**config.mk**
```make
export PLATFORM = sky130hd
export DESIGN_NAME = ckdc_roller
export DESIGN_NICKNAME = d
export VERILOG_FILES = /design/src/sv/ckdc_pkg.sv /design/src/sv/ckdc_roller.sv
export SDC_FILE = /design/constraint.sdc
export NUM_CORES = 1
export LEC_CHECK = 0
export CORE_MARGIN = 1
export CORE_UTILIZATION = 45
export DETAILED_ROUTE_END_ITERATION = 8
export DONT_BUFFER_PORTS = 1
export GPL_ROUTABILITY_DRIVEN = 1
export PLACE_DENSITY = 0.69
export SETUP_SLACK_MARGIN = 0.5
export SLEW_MARGIN = 20
export SYNTH_ARGS = -nofsm -noshare
export SYNTH_HDL_FRONTEND = slang
export SYNTH_SLANG_ARGS = --single-unit
```
**constraint.sdc**
```tcl
create_clock -name clk -period 7.7 [get_ports clk]
set_clock_uncertainty 0.15 [all_clocks]
set_input_delay 0.77 -clock clk [delete_from_list [all_inputs] [get_ports clk]]
set_output_delay 0.77 -clock clk [all_outputs]
set_load 0.1 [all_outputs]
```
**src/sv/ckdc_pkg.sv**
```systemverilog
package ckdc_pkg;

    localparam int TABLE_DEPTH_DEF = 1024;
    localparam int MAX_K = 32;
    localparam int KMER_W = 64;
    localparam int COUNT_MAX = 2047;
    localparam logic [5:0] KMER_LEN_RESET = 6'd20;

    // lowercase codes; input is folded to lowercase by CASE_BIT
    localparam logic [7:0] CASE_BIT = 8'h20;
    localparam logic [7:0] CHAR_A = 8'h61;
    localparam logic [7:0] CHAR_C = 8'h63;
    localparam logic [7:0] CHAR_G = 8'h67;
    localparam logic [7:0] CHAR_T = 8'h74;
    localparam logic [1:0] COMP_MASK = 2'd3;

    typedef struct packed {
        logic [KMER_W-1:0] canon;
        logic              insert;
        logic              last;
        logic              short_read;
    } ckdc_job_t;

    typedef struct packed {
        logic signed [11:0] distinct_count;
        logic               table_overflow;
    } ckdc_result_t;

    typedef enum logic [2:0] {
        S_INIT,
        S_IDLE,
        S_READ,
        S_CHECK,
        S_EMIT,
        S_FLUSH
    } ckdc_state_t;

endpackage

```
**src/sv/ckdc_roller.sv**
```systemverilog
module ckdc_roller (
    input  logic                clk,
    input  logic                rst_n,
    input  logic                cfg_we,
    input  logic [5:0]          cfg_data,
    input  logic                accept,
    input  logic [7:0]          base_char,
    input  logic                last_of_read,
    output ckdc_pkg::ckdc_job_t job,
    output logic                job_valid
);
    import ckdc_pkg::*;

    logic [5:0]        kmer_length_reg;
    logic [KMER_W-1:0] fwd_reg, fwd_next;
    logic [KMER_W-1:0] rev_reg, rev_next;
    logic [5:0]        run_reg, run_next;
    logic [5:0]        len_reg, len_next;
    ckdc_job_t         job_reg, job_next;
    logic              job_valid_reg;

    logic [5:0]        k;
    logic [6:0]        run_inc, len_inc;
    logic [1:0]        code;
    logic              code_ok;
    logic [KMER_W-1:0] mask;

    always_comb
    begin
        if (kmer_length_reg == 6'd0)
            k = 6'd1;
        else if (32'(kmer_length_reg) > MAX_K)
            k = 6'(MAX_K);
        else
            k = kmer_length_reg;
    end

    always_comb
    begin
        code_ok = 1'b1;
        case (base_char | CASE_BIT)
            CHAR_A:  code = 2'd0;
            CHAR_C:  code = 2'd1;
            CHAR_G:  code = 2'd2;
            CHAR_T:  code = 2'd3;
            default:
            begin
                code = 2'd0;
                code_ok = 1'b0;
            end
        endcase
    end

    always_comb
    begin
        mask = (k >= 6'd32) ? '1 : ((KMER_W'(1) << {k, 1'b0}) - KMER_W'(1));
        len_inc = {1'b0, len_reg} + 7'd1;
        run_inc = {1'b0, run_reg} + 7'd1;
        len_next = (len_inc >= {1'b0, k}) ? k : len_inc[5:0];
        fwd_next = fwd_reg;
        rev_next = rev_reg;
        run_next = 6'd0;
        if (code_ok)
        begin
            fwd_next = ((fwd_reg << 2) | KMER_W'(code)) & mask;
            rev_next = (KMER_W'(code ^ COMP_MASK) << {k - 6'd1, 1'b0}) | (rev_reg >> 2);
            run_next = (run_inc >= {1'b0, k}) ? k : run_inc[5:0];
        end
        job_next.canon = (fwd_next < rev_next) ? fwd_next : rev_next;
        job_next.insert = code_ok && (run_next >= k);
        job_next.last = last_of_read;
        job_next.short_read = len_next < k;
    end

    always_ff @(posedge clk or negedge rst_n)
    begin
        if (!rst_n)
        begin
            kmer_length_reg <= KMER_LEN_RESET;
            fwd_reg <= '0;
            rev_reg <= '0;
            run_reg <= '0;
            len_reg <= '0;
            job_valid_reg <= 1'b0;
        end
        else
        begin
            if (cfg_we)
            begin
                kmer_length_reg <= cfg_data;
            end
            job_valid_reg <= accept;
            if (accept)
            begin
                if (last_of_read)
                begin
                    fwd_reg <= '0;
                    rev_reg <= '0;
                    run_reg <= '0;
                    len_reg <= '0;
                end
                else
                begin
                    fwd_reg <= fwd_next;
                    rev_reg <= rev_next;
                    run_reg <= run_next;
                    len_reg <= len_next;
                end
            end
        end
    end

    always_ff @(posedge clk)
    begin
        if (accept)
        begin
            job_reg <= job_next;
        end
    end

    assign job = job_reg;
    assign job_valid = job_valid_reg;

endmodule

```
==> results of run 1 <==
[cell type report]
class / count / area [sq um]
Tap cell: 390 / 488
Timing Repair Buffer: 42 / 373
Clock inverter: 14 / 200
Multi-Input combinational cell: 1005 / 7260
Sequential cell: 214 / 5690
Fill cell: 2727 / 14800
Clock buffer: 31 / 688
Inverter: 79 / 299
[cells by family after synthesis]
group | count (synthesis)
xor+xnor | 17
compound gates | 465
mux | 85
flops | 214
fa+ha+maj | 94
simple gates | 344
buf+inv | 174
[critical path: cells and delay by family, from the launching register on]
family / cells / cell delay (ns)
AOI/OAI and AO/OA: 7 / 2.28
adders and majority gates: 2 / 0.70
buffers and inverters: 2 / 0.45
DFF: 1 / 0.79
muxes: 2 / 0.57
and+or+nand+nor: 8 / 1.50
[what timing repair did]
item / CTS / global route
hold endpoints to repair: 147 / 0
hold buffers: 1 / 0
setup endpoints to repair: 0 / 0
setup buffers: 0 / 0
[layer usage]
| layer | routed length (um) | vias to the layer above | global-route usage, % |
|---|---|---|---|
| li1 | - | 5155 | - |
| met2 | 17800 | 362 | 39.6 |
| met3 | 2720 | 89 | 5.64 |
| met5 | 0 | - | 0 |
| met1 | 16800 | 5465 | 33.7 |
| met4 | 1670 | 0 | 10.3 |
[report_power, final]
group | internal (mW) | switching (mW) | leakage (nW)
clock network | 0.798 | 0.489 | 0.429
registers | 1.21 | 0.148 | 2.72
logic | 0.245 | 0.437 | 3.54
[through the flow]
step	power [mW]	instances	util, %	setup slack (ns)	cell area (sq um)
finish	3.33	1775	50.4	0.948	15000
global route	3.44	1775	50.4	0.644	15000
CTS	3.34	1775	50.4	1.02	15000
detailed placement	2.03	1729	47.3	1.02	14100
global placement	2.02	1729	47.3	1.18	14100
floorplan	1.85	1393	-	1.90	13700
[layout by cell type, fill, tap and decap left out, types with 6 or more instances in the layout]
| cell | n |
|---|---|
| sky130_fd_sc_hd__a211oi_1 | 8 |
| sky130_fd_sc_hd__nor3_1 | 17 |
| sky130_fd_sc_hd__mux2_2 | 11 |
| sky130_fd_sc_hd__and3_1 | 15 |
| sky130_fd_sc_hd__nor2_1 | 104 |
| sky130_fd_sc_hd__o21ai_0 | 48 |
| sky130_fd_sc_hd__inv_1 | 77 |
| sky130_fd_sc_hd__a31oi_1 | 8 |
| sky130_fd_sc_hd__nand3_1 | 29 |
| sky130_fd_sc_hd__o2bb2ai_1 | 121 |
| sky130_fd_sc_hd__a21o_1 | 18 |
| sky130_fd_sc_hd__buf_4 | 38 |
| sky130_fd_sc_hd__clkbuf_16 | 25 |
| sky130_fd_sc_hd__mux2i_1 | 70 |
| sky130_fd_sc_hd__a22o_1 | 12 |
| sky130_fd_sc_hd__xnor2_1 | 14 |
| sky130_fd_sc_hd__dfrtp_1 | 145 |
| sky130_fd_sc_hd__edfxtp_1 | 67 |
| sky130_fd_sc_hd__a221oi_1 | 31 |
| sky130_fd_sc_hd__and2_1 | 35 |
| sky130_fd_sc_hd__nor2b_1 | 14 |
| sky130_fd_sc_hd__nand2_1 | 76 |
| sky130_fd_sc_hd__o211ai_1 | 12 |
| sky130_fd_sc_hd__nand4_1 | 11 |
| sky130_fd_sc_hd__ha_1 | 94 |
| sky130_fd_sc_hd__a21oi_1 | 147 |
| sky130_fd_sc_hd__nor3b_1 | 6 |
| sky130_fd_sc_hd__nand2b_1 | 8 |
[path summary, 6_finish.rpt]
kind	from	end	slack [ns]	cells after the start
setup / recovery	kmer_length_reg[4]	job[38]	0.95	21
hold / removal	rst_n	rev_reg[19]	0.05	1
setup reg to reg	kmer_length_reg[4]	job[38]	0.95	21
hold reg to reg	fwd_reg[62]	fwd_reg[62]	0.34	1
max in group asynchronous	rst_n	run_reg[4]	6.71	1
min in group clk	cfg_we	kmer_length_reg[2]	0.15	1
==> results.md, run 1 <==
* VDD IR-drop max at 0.176 mV
* Post-route DRC at 0
* Overall via count from detail_route at 11071
* Synthesis Warnings at 0
* Number of enable flip-flop cells after synthesis at 67
* Area share of the leading cell type in the synthesized netlist at 26.5%
* Final WL at 39000 um
* Estimated wirelength of the detail-placed design at 26100 um
* Inserted Diodes at 0
* Nature of the critical path startpoint: register
* First-pass GRT wire length at 61400 um
* Ratio of cells with drive above 1 in the final layout at a little under a tenth
* Syn nets at ~1500
* Remaining Overflow, GRT at 0
* Total Die Area at 31100 sq um
* CTS tree: yes
* Synth Area in Compound Gates at 24.2%
* Clock root buffer master: sky130_fd_sc_hd__clkbuf_16
* Global-route usage over all layers at 25.2%
* Signal arrival time at the worst endpoint at ~7 ns
* Run status: complete, no violations
* Netlist area before placement at 13700 sq um
* Endpoints failing setup at 0
* Post-DR vias/cell at ~6.2
* Clk_lat worst skew at 0.53 ns
* Endpoint required time on the critical path at between 7 and 8 ns
* Die outline width at 176 um
* Most frequently used flop master after synthesis: sky130_fd_sc_hd__dfrtp_1
* Fraction of registers with async set or reset after synthesis at 68.7%
* Combinational family with the most area after synthesis: compound AO/OA/AOI/OAI gates
* Worst-path clk slew at about 0.060 ns
* Placeable core area at around 30000 sq um
* # IOs at 87
* Lkg Pwr at 6.69 nW
* Crit path cell chain: nor4_2 -> nor2_1 -> nor2_1 -> buf_4 -> ha_1 -> or3_1 -> a21o_1 -> a311oi_4 -> and3_1 -> mux2i_1 -> nand2_1 -> a311oi_2 -> ha_1 -> and4_1 -> a221oi_1 -> o21ai_0 -> a21oi_1 -> nand2_1 -> o31ai_4 -> buf_12 -> mux2_2
* Area overhead of the layout relative to synthesis at 9.67%
* H-tree depth at 1
* Multiplexer fraction of the synthesized cell area at 6.47%
* Final cycle utilization of the critical path at 87.7%
* Drt pass-1 iters at 5
* Vertical die dimension at 176 um
* Final #Nets at 1480
* Library cell with the largest summed area after synthesis: sky130_fd_sc_hd__dfrtp_1
* Starting density of the core at ~46%
* Fmax at 148 MHz
* Unique masters post-synth at 82
* Simple-gate share of the synthesized area at 12.5%
* CTS Buf Count at 25
* Maximum number of pins on one net before global-route repair at 148
* WS Path Type: register to register
* Drt wl/cell at 22.0 um
* Worst-path fanout max at 31
* Post-synthesis share of cell area spent on full adders, half adders and majority gates at 8.60%
* Unrepaired setup endpoints after global routing: false
* Clock Tree Buf Depth at 3
* Top post-synthesis cells by count: sky130_fd_sc_hd__a21oi_1 (147), sky130_fd_sc_hd__dfrtp_1 (145), sky130_fd_sc_hd__o2bb2ai_1 (121)
* Category of the worst setup path capture point: register
* Final-layout setup total negative slack at 0 ns
* Quantity of I/O buffers inserted on ports at 0
* Number of hold violations in the final report at 0
* Worst-margin pin slew at 1.11 ns
* Delay of the slowest cell on the worst path at 0.79 ns
* Antenna violations before repair at 0
* Vias in the first global route at 10861
* Initial drt markers at ~1200
* Site Rows at 63
* Max Transition Viols Final at 0
* Relative slew slack at 25.6%
* Num Clock Sinks at 214
* Hold WS at 0.0459 ns
* Cells after synthesis at 1393
* Final critical-path required period at 6.75 ns
* Routed Antenna Nets at 0
* Power per standard cell area at 222 nW/um^2
* Most area-consuming cells after synthesis: sky130_fd_sc_hd__dfrtp_1 (27%), sky130_fd_sc_hd__edfxtp_1 (15%), sky130_fd_sc_hd__ha_1 (8.6%)
* Xor and xnor area share after synthesis at 1.09%
* Hold Crit Class: input pin to asynchronous set/reset pin
* Slowest stage cell, crit path: sky130_fd_sc_hd__dfstp_2
* Cell with the most instances after synthesis: sky130_fd_sc_hd__a21oi_1
* Weighted congestion reported at the end of routability-driven placement at 0.937
* Synthesized area divided by synthesized cell count at 9.82 sq um
* Sequential element share of the synthesized area at 41.6%
* Largest register FFs at 67
* Flops & latches, synth at 214
* Total of max-cap violations at 0
* Quantity of gates resized following cts at 0
(Power assumes the default switching activity.)
==> run 2: changes to the inputs <==
- CELL_PAD_IN_SITES_DETAIL_PLACEMENT: default -> 0
- CELL_PAD_IN_SITES_GLOBAL_PLACEMENT: default -> 1
- PLACE_DENSITY: 0.69 -> 0.82
==> run 2 against run 1 <==
Final cell count grew 0.39%. Global-route usage increased by 0.56 points. Total power down 3.2%. Sequential share of layout area increased by 0.15 points. Maximum frequency down 0.42%. Largest power group unchanged. Core utilization shrank 0.19 points. Highest routed layer unchanged. Critical endpoint is now job[50]. Worst setup slack got worse by 0.028 ns. Clock power fell by 9%. Non-clock buffer count is 7 higher. Via count about the same. First-iteration DRC count increased by 14%. Critical path depth increased by 3.
==> results.md, run 2 (synthesis gave the netlist of run 1 again) <==
* Fmax at 147 MHz
* Largest register FFs at 67
* Antenna violations before repair at 0
* Final Instance Area at roughly 15000 sq um
* Global-route usage over all layers at 25.8%
* Site Rows at 63
* Number of hold violations in the final report at 0
* Inserted Diodes at 0
* Maximum number of pins on one net before global-route repair at between 100 and 150
* Power per standard cell area at 216 nW/um^2
* Routed Antenna Nets at 0
* Final critical-path required period at 6.78 ns
* Area overhead of the layout relative to synthesis at 9.25%
* Worst-path clk slew at ~0.06 ns
* Drt wl/cell at 22.2 um
* Cell internal power dissipation at 2.15 mW
* Most common library cell in the layout ignoring fill and taps: sky130_fd_sc_hd__a21oi_1
* Comb pwr share at around a fifth
* Final-layout setup total negative slack at 0 ns
* Final #Nets at ~1500
* Unrepaired setup endpoints after global routing: false
* Drt pass-1 iters at 5
* Clock network fraction of design power at a little over a third
* Total of max-cap violations at 0
* CTS Buf Count at 25
* Worst reg2reg path depth at 24
* Origin of the worst setup path: kmer_length_reg[4]
* Clock Tree Buf Depth at 3
* Placeable core area at 29800 sq um
* End of the worst register-to-register path: job[50]
* Share of total power in sequential cells at 42.1%
* VDD IR-drop max at 0.156 mV
* Estimated wirelength of the detail-placed design at 26500 um
* Quantity of gates resized following cts at 0
* Register-to-Register Setup Slack at roughly 0.9 ns
* Clock root buffer master: sky130_fd_sc_hd__clkbuf_16
* Vertical die dimension at 176 um
* Post-route DRC at 0
* Hold Crit Class: input pin to asynchronous set/reset pin
* Startpoint of the worst register-to-register path: kmer_length_reg[4]
* Endpoint required time on the critical path at 7.91 ns
* Weighted congestion reported at the end of routability-driven placement at about 0.90
* CTS tree: yes
* CP endpoint: job[50]
* Sw power at 1.07 mW
* # IOs at 87
* Final WL at approximately 40000 um
* WS Path Type: register to register
* Worst-path fanout max at 42
* Vias in the first global route at approximately 11000
* Signal arrival time at the worst endpoint at 6.99 ns
* Remaining Overflow, GRT at 0
* Storage cell area at 5690 sq um
* Relative slew slack at 29.5%
* Highest-count cells in the layout ignoring fill and taps: sky130_fd_sc_hd__a21oi_1 (147), sky130_fd_sc_hd__dfrtp_1 (145), sky130_fd_sc_hd__o2bb2ai_1 (121)
* Total area of multi-input combinational cells at 7260 sq um
* Switch share at 33.1%
* H-tree depth at 1
* Total Die Area at 31100 sq um
* Die outline width at around 180 um
* Ratio of cells with drive above 1 in the final layout at 9.20%
* Cell area after placement at 14100 sq um
* Max Transition Viols Final at 0
* Starting density of the core at around 46%
* Category of the worst setup path capture point: register
* Num Clock Sinks at 214
* Number of fill cells at 2775
* Run status: complete, no violations
* Clk_lat worst skew at 0.53 ns
* First-pass GRT wire length at 62800 um
* Quantity of I/O buffers inserted on ports at 0
* Lkg Pwr at 6.68 nW
* Endpoints failing setup at 0
* Worst-margin pin slew at 1.05 ns
* Post-CTS setup buffer count at 0
* Overall via count from detail_route at 11081
* Nature of the critical path startpoint: register
* Final cycle utilization of the critical path at 88.1%
* Initial drt markers at ~1300
* Post-DR vias/cell at roughly 6.2
-- run 2: worst min path at each step --
stage                startpoint     endpoint
detailed placement        rst_n  rev_reg[20]
finish                    rst_n  rev_reg[20]
global placement     rev_reg[1]   rev_reg[1]
global route              rst_n  rev_reg[20]
CTS                      accept    job_valid
floorplan           fwd_reg[62]  fwd_reg[62]
-- run 2: layout make-up --
| cell class | count | share of cell area [%] |
|---|---|---|
| clock buffers | 36 | 4.66 |
| clock inverters | 9 | 0.628 |
| inverters | 79 | 2.00 |
| multi-input cells | 1005 | 48.6 |
| flip-flops and latches | 214 | 38.1 |
| well taps | 390 | 3.26 |
| repair buffers | 49 | 2.76 |
-- run 2: repair_timing --
action                                  4_1_cts  5_1_grt
endpoints found under the setup margin        0        0
hold endpoints to repair                    147        0
hold buffers                                  1        0
-- run 2: power groups by stage --
| stage | Sequential, mW | Combinational [mW] | Clock [mW] |
|---|---|---|---|
| floorplan | 1.37 | 0.487 | 0 |
| global placement | 1.38 | 0.655 | 0 |
| detailed placement | 1.38 | 0.663 | 0 |
| CTS | 1.36 | 0.683 | 1.19 |
| global route | 1.36 | 0.741 | 1.24 |
| finish | 1.36 | 0.691 | 1.17 |
-- run 2: worst max-delay path: stages (launching register included) --
cell	delay [ns]
sky130_fd_sc_hd__dfstp_2	0.79
sky130_fd_sc_hd__nor4_2	0.09
sky130_fd_sc_hd__nor2_1	0.15
sky130_fd_sc_hd__nor2_1	0.07
sky130_fd_sc_hd__buf_4	0.17
sky130_fd_sc_hd__ha_1	0.44
sky130_fd_sc_hd__or3_1	0.52
sky130_fd_sc_hd__a21o_1	0.25
sky130_fd_sc_hd__a311oi_4	0.32
sky130_fd_sc_hd__buf_4	0.20
sky130_fd_sc_hd__nand2_1	0.17
sky130_fd_sc_hd__a21oi_2	0.20
sky130_fd_sc_hd__xor2_1	0.16
sky130_fd_sc_hd__a21oi_1	0.16
sky130_fd_sc_hd__ha_1	0.27
sky130_fd_sc_hd__a21o_1	0.15
sky130_fd_sc_hd__a21o_1	0.16
sky130_fd_sc_hd__a21oi_1	0.18
sky130_fd_sc_hd__o211ai_1	0.31
sky130_fd_sc_hd__o211ai_1	0.52
sky130_fd_sc_hd__nand2_1	0.17
sky130_fd_sc_hd__o31ai_4	0.11
sky130_fd_sc_hd__buf_12	0.30
sky130_fd_sc_hd__buf_4	0.23
sky130_fd_sc_hd__mux2i_1	0.26
-- run 2: per-layer routing --
metal | share of wire, % | track usage (%)
met1 | 46 | 36.9
met2 | 45 | 40.0
met3 | 6.0 | 4.09
met4 | 3.2 | 7.69
met5 | 0 | 0
-- run 2: metrics by stage --
| step | total power, mW | hold slack (ns) | utilization, % | instances | worst slack (ns) |
|---|---|---|---|---|---|
| 3_5_place_dp | 2.04 | 0.328 | 47.4 | 1736 | 1.05 |
| 6_report | 3.22 | 0.0753 | 50.2 | 1782 | 0.919 |
| 4_1_cts | 3.23 | 0.131 | 50.2 | 1782 | 1.02 |
| 3_3_place_gp | 2.03 | 0.322 | 47.4 | 1736 | 1.10 |
| 5_1_grt | 3.34 | 0.137 | 50.2 | 1782 | 0.543 |
| 2_1_floorplan | 1.85 | 0.306 | - | 1393 | 1.90 |
